**config.mk**
```make
export PLATFORM = sky130hd
export DESIGN_NAME = mandelbrot_escape_time_top
export DESIGN_NICKNAME = d
export VERILOG_FILES = /design/src/rtl/met_pkg.sv /design/src/rtl/met_mul.sv /design/src/rtl/mandelbrot_escape_time_top.sv
export SDC_FILE = /design/constraint.sdc
export NUM_CORES = 2
export LEC_CHECK = 0
export BUFFER_PORTS_ARGS = -buffer_cell sky130_fd_sc_hd__buf_2
export CORE_ASPECT_RATIO = 1.5
export CORE_MARGIN = 4
export CORE_UTILIZATION = 40
export CTS_CLUSTER_DIAMETER = 50
export DETAILED_ROUTE_END_ITERATION = 7
export PLACE_DENSITY_LB_ADDON = 0.12
export RECOVER_POWER = 100
export SKIP_LAST_GASP = 1
export SYNTH_ARGS = -nofsm -noshare
export SYNTH_HDL_FRONTEND = slang
export SYNTH_SLANG_ARGS = --single-unit
```
**constraint.sdc**
```tcl
create_clock -name aclk -period 36.6 [get_ports aclk]
set_input_delay 3.66 -clock aclk [delete_from_list [all_inputs] [get_ports aclk]]
set_output_delay 3.66 -clock aclk [all_outputs]
set_load 0.01 [all_outputs]
```
**src/rtl/met_pkg.sv**
```systemverilog
// shared widths, constants and register indexes of the escape-time unit
package met_pkg;

    localparam int COORD_WIDTH_DEF = 32;
    localparam int ITER_WIDTH_DEF  = 16;

    // internal coordinates are q4.28, operands carry one more integer bit
    localparam int WORK_FRAC = 28;
    localparam int INT_BITS  = 4;
    localparam int CQ_W      = WORK_FRAC + INT_BITS;
    localparam int OP_W      = CQ_W + 1;
    localparam int PROD_W    = 2 * OP_W;

    localparam int LIMIT_RESET = 256;

    localparam int CFG_IDX_W = 2;
    localparam logic [CFG_IDX_W-1:0] CFG_ITER_LIMIT = 2'd0;
    localparam logic [CFG_IDX_W-1:0] CFG_CARDIOID_EN = 2'd1;
    localparam logic [CFG_IDX_W-1:0] CFG_BULB_EN    = 2'd2;

    localparam logic signed [OP_W-1:0] ONE_Q     = OP_W'(1) << WORK_FRAC;
    localparam logic signed [OP_W-1:0] QUARTER_Q = OP_W'(1) << (WORK_FRAC - 2);
    localparam logic signed [OP_W-1:0] TWO_Q     = OP_W'(1) << (WORK_FRAC + 1);

    // 1/16 and 4 in the product format
    localparam logic signed [PROD_W-1:0] BULB_LIM = PROD_W'(1) << (2 * WORK_FRAC - 4);
    localparam logic signed [PROD_W-1:0] ESC_LIM  = PROD_W'(1) << (2 * WORK_FRAC + 2);

endpackage

```
**src/rtl/met_mul.sv**
```systemverilog
// shared signed multiplier with registered product
module met_mul
    import met_pkg::*;
(
    input  logic                     aclk,
    input  logic                     en,
    input  logic signed [OP_W-1:0]   op_a,
    input  logic signed [OP_W-1:0]   op_b,
    output logic signed [PROD_W-1:0] prod
);

    logic signed [PROD_W-1:0] prod_reg;
    logic signed [PROD_W-1:0] prod_next;

    assign prod_next = op_a * op_b;
    assign prod      = prod_reg;

    always_ff @(posedge aclk) begin
        if (en) begin
            prod_reg <= prod_next;
        end
    end

endmodule

```
**src/rtl/mandelbrot_escape_time_top.sv**
```systemverilog
// Mandelbrot escape-time unit: one point c in, its iteration count out.
// A point first passes the cardioid and bulb checks, then iterates
// z = z*z + c, with entry, exit and output steps around the loop. The loop
// ends when the limit is reached, when a part of z reaches 2, or when |z|^2
// reaches 4; an enabled cardioid or bulb hit gives an early exit. The
// single 33x33 multiplier forms zr*zr, zi*zi and zr*zi in turn for each
// iteration. One point is in work at a time; the next request is taken
// while the previous result still waits on the output.
// Configuration writes are always ready and take effect at once; write them
// only while no point is in work. Index 0 is the iteration limit, 1 enables
// the cardioid exit, 2 the period-2 bulb exit; other indexes are ignored.
module mandelbrot_escape_time_top
    import met_pkg::*;
#(
    parameter int COORD_WIDTH = COORD_WIDTH_DEF,
    parameter int ITER_WIDTH  = ITER_WIDTH_DEF
) (
    input  logic                          aclk,
    input  logic                          aresetn,

    input  logic                          s_valid,
    output logic                          s_ready,
    input  logic signed [COORD_WIDTH-1:0] s_point_real,
    input  logic signed [COORD_WIDTH-1:0] s_point_imag,

    output logic                          m_valid,
    input  logic                          m_ready,
    output logic [ITER_WIDTH-1:0]         m_iteration_count,

    input  logic                          cfg_valid,
    output logic                          cfg_ready,
    input  logic [CFG_IDX_W-1:0]          cfg_index,
    input  logic [ITER_WIDTH-1:0]         cfg_data
);

    typedef enum logic [11:0] {
        S_IDLE = 12'b0000_0000_0001,
        S_CA   = 12'b0000_0000_0010,
        S_CB   = 12'b0000_0000_0100,
        S_CC   = 12'b0000_0000_1000,
        S_CD   = 12'b0000_0001_0000,
        S_CE   = 12'b0000_0010_0000,
        S_CF   = 12'b0000_0100_0000,
        S_IA   = 12'b0000_1000_0000,
        S_IB   = 12'b0001_0000_0000,
        S_IC   = 12'b0010_0000_0000,
        S_ID   = 12'b0100_0000_0000,
        S_DONE = 12'b1000_0000_0000
    } state_t;

    state_t state_reg, state_next;

    logic [ITER_WIDTH-1:0] limit_reg;
    logic                  card_en_reg;
    logic                  bulb_en_reg;

    logic signed [CQ_W-1:0] cr_in;
    logic signed [CQ_W-1:0] ci_in;
    logic signed [OP_W-1:0] cr_ext;
    logic signed [OP_W-1:0] ci_ext;
    logic signed [OP_W-1:0] a_in;
    logic signed [OP_W-1:0] t_in;

    logic signed [OP_W-1:0] cr_reg, cr_next;
    logic signed [OP_W-1:0] ci_reg, ci_next;
    logic signed [OP_W-1:0] a_reg, a_next;
    logic signed [OP_W-1:0] t_reg, t_next;
    logic signed [OP_W-1:0] qf_reg, qf_next;
    logic signed [OP_W-1:0] qa_reg, qa_next;
    logic signed [OP_W-1:0] zr_reg, zr_next;
    logic signed [OP_W-1:0] zi_reg, zi_next;
    logic signed [PROD_W-1:0] acc_reg, acc_next;
    logic signed [PROD_W-1:0] ci2_reg, ci2_next;
    logic signed [PROD_W-1:0] diff_reg, diff_next;
    logic                  card_box_reg, card_box_next;
    logic                  bulb_box_reg, bulb_box_next;
    logic                  bulb_in_reg, bulb_in_next;
    logic [ITER_WIDTH-1:0] count_reg, count_next;
    logic [ITER_WIDTH-1:0] m_count_reg, m_count_next;
    logic                  m_valid_reg, m_valid_next;

    logic signed [OP_W-1:0]   mul_a;
    logic signed [OP_W-1:0]   mul_b;
    logic                     mul_en;
    logic signed [PROD_W-1:0] prod;

    logic signed [PROD_W-1:0] acc_sum;
    logic signed [PROD_W-1:0] acc_diff;
    logic signed [PROD_W-1:0] bulb_sum;
    logic signed [PROD_W-1:0] card_lhs;
    logic                     card_hit;
    logic                     z_out;

    // input scaling to q4.28: floor for wider inputs, exact shift for narrower
    generate
        if (COORD_WIDTH > CQ_W) begin : g_narrow
            assign cr_in = s_point_real[COORD_WIDTH-1 -: CQ_W];
            assign ci_in = s_point_imag[COORD_WIDTH-1 -: CQ_W];
        end else if (COORD_WIDTH < CQ_W) begin : g_widen
            assign cr_in = {s_point_real, {(CQ_W - COORD_WIDTH){1'b0}}};
            assign ci_in = {s_point_imag, {(CQ_W - COORD_WIDTH){1'b0}}};
        end else begin : g_same
            assign cr_in = s_point_real;
            assign ci_in = s_point_imag;
        end
    endgenerate

    assign cr_ext = OP_W'(cr_in);
    assign ci_ext = OP_W'(ci_in);
    assign a_in   = cr_ext - QUARTER_Q;
    assign t_in   = cr_ext + ONE_Q;

    assign s_ready           = state_reg == S_IDLE;
    assign m_valid           = m_valid_reg;
    assign m_iteration_count = m_count_reg;
    assign cfg_ready         = 1'b1;

    // configuration registers
    always_ff @(posedge aclk) begin
        if (!aresetn) begin
            limit_reg   <= ITER_WIDTH'(LIMIT_RESET);
            card_en_reg <= 1'b1;
            bulb_en_reg <= 1'b1;
        end else if (cfg_valid && cfg_ready) begin
            unique case (cfg_index)
                CFG_ITER_LIMIT:  limit_reg   <= cfg_data;
                CFG_CARDIOID_EN: card_en_reg <= cfg_data[0];
                CFG_BULB_EN:     bulb_en_reg <= cfg_data[0];
                default: ;
            endcase
        end
    end

    // operand select for the shared multiplier
    always_comb begin
        mul_a  = '0;
        mul_b  = '0;
        mul_en = 1'b1;
        unique case (state_reg)
            S_CA: begin
                mul_a = a_reg;
                mul_b = a_reg;
            end
            S_CB: begin
                mul_a = ci_reg;
                mul_b = ci_reg;
            end
            S_CC: begin
                mul_a = t_reg;
                mul_b = t_reg;
            end
            S_CE: begin
                mul_a = qf_reg;
                mul_b = qa_reg;
            end
            S_IA: begin
                mul_a = zr_reg;
                mul_b = zr_reg;
            end
            S_IB: begin
                mul_a = zi_reg;
                mul_b = zi_reg;
            end
            S_IC: begin
                mul_a = zr_reg;
                mul_b = zi_reg;
            end
            default: begin
                mul_en = 1'b0;
            end
        endcase
    end

    met_mul u_mul (
        .aclk (aclk),
        .en   (mul_en),
        .op_a (mul_a),
        .op_b (mul_b),
        .prod (prod)
    );

    assign acc_sum  = acc_reg + prod;
    assign acc_diff = acc_reg - prod;
    assign bulb_sum = prod + ci2_reg;
    assign card_lhs = prod <<< 2;
    assign card_hit = card_box_reg && (card_lhs < ci2_reg);
    assign z_out    = (zr_reg >= TWO_Q) || (zr_reg <= -TWO_Q) ||
                      (zi_reg >= TWO_Q) || (zi_reg <= -TWO_Q);

    always_comb begin
        state_next    = state_reg;
        cr_next       = cr_reg;
        ci_next       = ci_reg;
        a_next        = a_reg;
        t_next        = t_reg;
        qf_next       = qf_reg;
        qa_next       = qa_reg;
        zr_next       = zr_reg;
        zi_next       = zi_reg;
        acc_next      = acc_reg;
        ci2_next      = ci2_reg;
        diff_next     = diff_reg;
        card_box_next = card_box_reg;
        bulb_box_next = bulb_box_reg;
        bulb_in_next  = bulb_in_reg;
        count_next    = count_reg;
        m_count_next  = m_count_reg;
        m_valid_next  = m_valid_reg;

        if (m_valid_reg && m_ready) begin
            m_valid_next = 1'b0;
        end

        unique case (state_reg)
            S_IDLE: begin
                if (s_valid) begin
                    cr_next       = cr_ext;
                    ci_next       = ci_ext;
                    a_next        = a_in;
                    t_next        = t_in;
                    card_box_next = (cr_ext > -ONE_Q) && (cr_ext < ONE_Q) &&
                                    (ci_ext > -ONE_Q) && (ci_ext < ONE_Q);
                    bulb_box_next = (t_in > -ONE_Q) && (t_in < ONE_Q) &&
                                    (ci_ext > -ONE_Q) && (ci_ext < ONE_Q);
                    zr_next       = '0;
                    zi_next       = '0;
                    count_next    = '0;
                    state_next    = S_CA;
                end
            end
            S_CA: begin
                state_next = S_CB;
            end
            S_CB: begin
                acc_next   = prod;
                state_next = S_CC;
            end
            S_CC: begin
                // q = a^2 + ci^2, floored back to q.28
                ci2_next   = prod;
                qf_next    = $signed(acc_sum[WORK_FRAC +: OP_W]);
                state_next = S_CD;
            end
            S_CD: begin
                qa_next      = qf_reg + a_reg;
                bulb_in_next = bulb_box_reg && (bulb_sum < BULB_LIM);
                state_next   = S_CE;
            end
            S_CE: begin
                state_next = S_CF;
            end
            S_CF: begin
                if ((card_en_reg && card_hit) || (bulb_en_reg && bulb_in_reg)) begin
                    count_next = limit_reg;
                    state_next = S_DONE;
                end else begin
                    state_next = S_IA;
                end
            end
            S_IA: begin
                if ((count_reg >= limit_reg) || z_out) begin
                    state_next = S_DONE;
                end else begin
                    state_next = S_IB;
                end
            end
            S_IB: begin
                acc_next   = prod;
                state_next = S_IC;
            end
            S_IC: begin
                // prod holds zi^2, acc holds zr^2
                if (acc_sum >= ESC_LIM) begin
                    state_next = S_DONE;
                end else begin
                    diff_next  = acc_diff;
                    state_next = S_ID;
                end
            end
            S_ID: begin
                zr_next    = $signed(diff_reg[WORK_FRAC +: OP_W]) + cr_reg;
                zi_next    = $signed(prod[WORK_FRAC-1 +: OP_W]) + ci_reg;
                count_next = count_reg + ITER_WIDTH'(1);
                state_next = S_IA;
            end
            S_DONE: begin
                if (!m_valid_reg || m_ready) begin
                    m_count_next = count_reg;
                    m_valid_next = 1'b1;
                    state_next   = S_IDLE;
                end
            end
            default: begin
                state_next = S_IDLE;
            end
        endcase
    end

    always_ff @(posedge aclk) begin
        if (!aresetn) begin
            state_reg   <= S_IDLE;
            m_valid_reg <= 1'b0;
        end else begin
            state_reg   <= state_next;
            m_valid_reg <= m_valid_next;
        end
    end

    always_ff @(posedge aclk) begin
        cr_reg       <= cr_next;
        ci_reg       <= ci_next;
        a_reg        <= a_next;
        t_reg        <= t_next;
        qf_reg       <= qf_next;
        qa_reg       <= qa_next;
        zr_reg       <= zr_next;
        zi_reg       <= zi_next;
        acc_reg      <= acc_next;
        ci2_reg      <= ci2_next;
        diff_reg     <= diff_next;
        card_box_reg <= card_box_next;
        bulb_box_reg <= bulb_box_next;
        bulb_in_reg  <= bulb_in_next;
        count_reg    <= count_next;
        m_count_reg  <= m_count_next;
    end

`ifndef ASSERT_OFF
    a_count_in_limit: assert property (@(posedge aclk) disable iff (!aresetn)
        (state_reg != S_IDLE) |-> (count_reg <= limit_reg))
        else $error("iteration count passed the limit");

    a_z_in_box: assert property (@(posedge aclk) disable iff (!aresetn)
        (state_reg == S_IB) |-> (zr_reg < TWO_Q && zr_reg > -TWO_Q &&
                                 zi_reg < TWO_Q && zi_reg > -TWO_Q))
        else $error("squaring z outside the escape box");

    a_result_from_done: assert property (@(posedge aclk) disable iff (!aresetn)
        $rose(m_valid_reg) |-> $past(state_reg == S_DONE))
        else $error("result raised outside the done state");

    a_accept_starts: assert property (@(posedge aclk) disable iff (!aresetn)
        (s_valid && s_ready) |=> (state_reg == S_CA))
        else $error("accepted request did not start the checks");
`endif

endmodule
```
==> metrics.txt <==
pre-CTS setup slack ~25,000 ps; Critical Path RT roughly 37,000 ps; WL final 258,000 um; crit path buf inv count 5; Crit Reg-Reg Startpoint state_reg[4]; Hold Crit Depth 2; H-Tree Depth 3; Setup Viol. Count Final 0; status finished, violations left; drt initial violations approximately 4,300; Critical R2R Capture u_mul.prod[64]; synth warn 0; area of the die 182,000 um^2; Synth Instances between 7,000 and 8,000; clock skew around 50 ps; dominant cell by count in the synthesized netlist inv_1; Residual DRC 20; r2r setup slk 21,710 ps; nets@finish just over 9,000; Port Buffers 104; Worst Min Path Start limit_reg[7]; Setup Fix Bufs, Post-CTS 0; # hold bufs at CTS 0; maximum clock rate 67.2 MHz; failing checks design-rule violations, max-capacitance violations, max-slew violations; VDD IR max around 36 uV; Max-Cap Viols 15; CP Max Fanout 33; Synth area leaders fa_1, edfxtp_1, ha_1; CP max stage cell or2_0; antenna violations before repair 12; Hold Path Class reg2reg; synthesized area about 70,000 um^2; Worst-Margin Slew about 4700 ps; post-synth net total 9,187; DP Wirelength between 200,000 and 250,000 um; first-pass GRT wire length 376,000 um; async set-reset flop share out of synthesis 0%; Slew HR -215%; Tmin final about 15,000 ps; Clock Path Buffers 3; commonest cells in the netlist inv_1, fa_1, nand2_1, nor2_1, ha_1; Starting Density between 40 and 50%; root buffer cell clkbuf_16; row count between 150 and 200; final hold vios 0; worst skew pair latency 700 ps; Resize count post-CTS 0; TritonCTS clock tree built; Setup TNS Final 0 ps; Die Ht 521 um; Slew Viols, Final roughly 640; vias in the first global route ~58,000; Cell variety after synth 100; Most used DFF post-synth edfxtp_1; path type of the worst setup path reg2reg; # IOs around 110; fin crit share 40.7%; CP Capture Type flop; Hold EP limit_reg[7]; share of post-route cells with drive strength above 1 between 4 and 5%; P per Cell Area ~22 nW/um^2; placer's final routability congestion estimate 0.921; DIE WIDTH roughly 350 um; area of the core ~170,000 um^2; Yosys top cell by area fa_1; CP max stage delay around 1800 ps; Avg Vias per Cell 5.54; RSZ-0062 raised after global routing no; grt total ovfl 0; drt first pass iters 8; Startpoint Class flop; Mean Syn Cell Area 9.53 um^2; Synth top area share between 30% and 40%; sequential element share of the synthesized area about a fifth; Seq cells post-synth 505; Avg WL per Cell around 26 um; Crit path top cell by count fa_1; Final ANT Viol Nets 0; Vias 54,093; Clock transition at path regs 60 ps; GRT Util Overall 28.4%; delay-heaviest family, CP simple AND/OR/NAND/NOR gates; largest net degree at the start of global routing a little under 80; total CTS buffers 83; final worst slack 21,710 ps; Static Leak between 30 and 40 nW; Worst R2R Path Depth 35; Crit path arrival time roughly 15,000 ps; area delta synth->final 8.34%; clock sink count 505; Post-synth EDFFs 474
==> worst reg2reg max path: cells and delay by family, from the launching register on <==
| kind | cells | cell delay, ps |
|---|---|---|
| AND/OR/NAND/NOR | 10 | 4330 |
| adder cells (fa/ha/maj) | 9 | 4120 |
| flip-flops | 1 | 330 |
| AO/OA/AOI/OAI | 10 | 4090 |
| buffers and inverters | 5 | 1620 |
| XOR/XNOR | 1 | 110 |
==> cell families (layout without fill, tap and decap cells) <==
logic type / after synthesis / after routing / synth area share (%)
mux: 5 / 5 / 0.0714
flops: 505 / 505 / 21.2
other cells: 1 / 5 / 0.00535
fa+ha+maj: 1737 / 1737 / 43.3
simple gates: 2131 / 2131 / 13.2
compound gates: 1033 / 1033 / 9.87
xor+xnor: 248 / 248 / 3.10
buf+inv: 1703 / 1813 / 9.25
==> where the power goes <==
group	internal [mW]	switching, mW	total (mW)
Combinational	0.0624	0.131	0.193
Clock	0.500	0.319	0.819
Sequential	0.654	0.0302	0.684
==> layout make-up <==
type                            count  area, um^2
Multi-Input combinational cell   5155       48800
Timing Repair Buffer              233        1250
Fill cell                       17232       98600
Tap cell                         2280        2850
Clock buffer                      100        2220
Inverter                         1425        5350
Clock inverter                     55         653
Sequential cell                   505       14900
Antenna cell                        4        10.0
==> routing by layer <==
layer,vias up,wire length (um),GRT usage (%)
met5,-,52,0
met4,8,19500,17.1
met3,701,15000,4.37
met2,2023,131000,51.0
met1,27595,91600,31.7
li1,23766,-,-
==> worst max-delay path by stage <==
stage,start,to,slack (ps),depth (start not counted)
5_1_grt,state_reg[4],u_mul.prod[64],21030,35
6_report,state_reg[4],u_mul.prod[64],21710,35
4_1_cts,state_reg[4],u_mul.prod[64],24510,35
3_3_place_gp,state_reg[4],u_mul.prod[64],24680,36
3_5_place_dp,state_reg[4],u_mul.prod[64],24590,35
2_1_floorplan,state_reg[4],u_mul.prod[63],18860,35
==> per-stage QoR <==
step,instances,power (mW),hold slack [ps],utilization (%),area (um^2)
2_1_floorplan,7363,0.794,436,-,70100
3_3_place_gp,9598,0.884,446,42.1,73500
3_5_place_dp,9598,0.885,450,42.1,73500
4_1_cts,9753,1.71,458,43.7,76300
5_1_grt,9753,1.75,482,43.5,76000
6_report,9757,1.70,460,43.5,76000
==> cells in the final DEF, fill, tap and decap left out, types with 20 or more instances in the layout <==
| cell | synthesis | layout |
|---|---|---|
| nand3_1 | 75 | 72 |
| nor4_1 | 52 | 53 |
| o211ai_1 | 21 | 21 |
| nor3_1 | 64 | 65 |
| o31ai_1 | 20 | 20 |
| a21o_1 | 118 | 118 |
| o21ai_0 | 154 | 158 |
| nor2_1 | 761 | 761 |
| inv_1 | 1420 | 1419 |
| buf_2 | 4 | 25 |
| nand2b_1 | 39 | 39 |
| nor2b_1 | 54 | 54 |
| a21oi_1 | 323 | 323 |
| buf_4 | 2 | 92 |
| and3_1 | 52 | 52 |
| a31oi_1 | 30 | 30 |
| nand4_1 | 47 | 47 |
| nand2_1 | 834 | 823 |
| ha_1 | 588 | 588 |
| a222oi_1 | 63 | 63 |
| edfxtp_1 | 474 | 474 |
| xnor2_1 | 178 | 178 |
| fa_1 | 1149 | 1148 |
| o21bai_1 | 49 | 49 |
| and2_1 | 68 | 46 |
| xor2_1 | 70 | 70 |
| a211oi_1 | 29 | 29 |
| dfxtp_1 | 31 | 31 |
| clkbuf_16 | 0 | 86 |
| o21a_1 | 40 | 40 |
| a22oi_1 | 38 | 38 |
| clkbuf_1 | 256 | 128 |
Note: power is estimated with default switching activity, not from simulation.
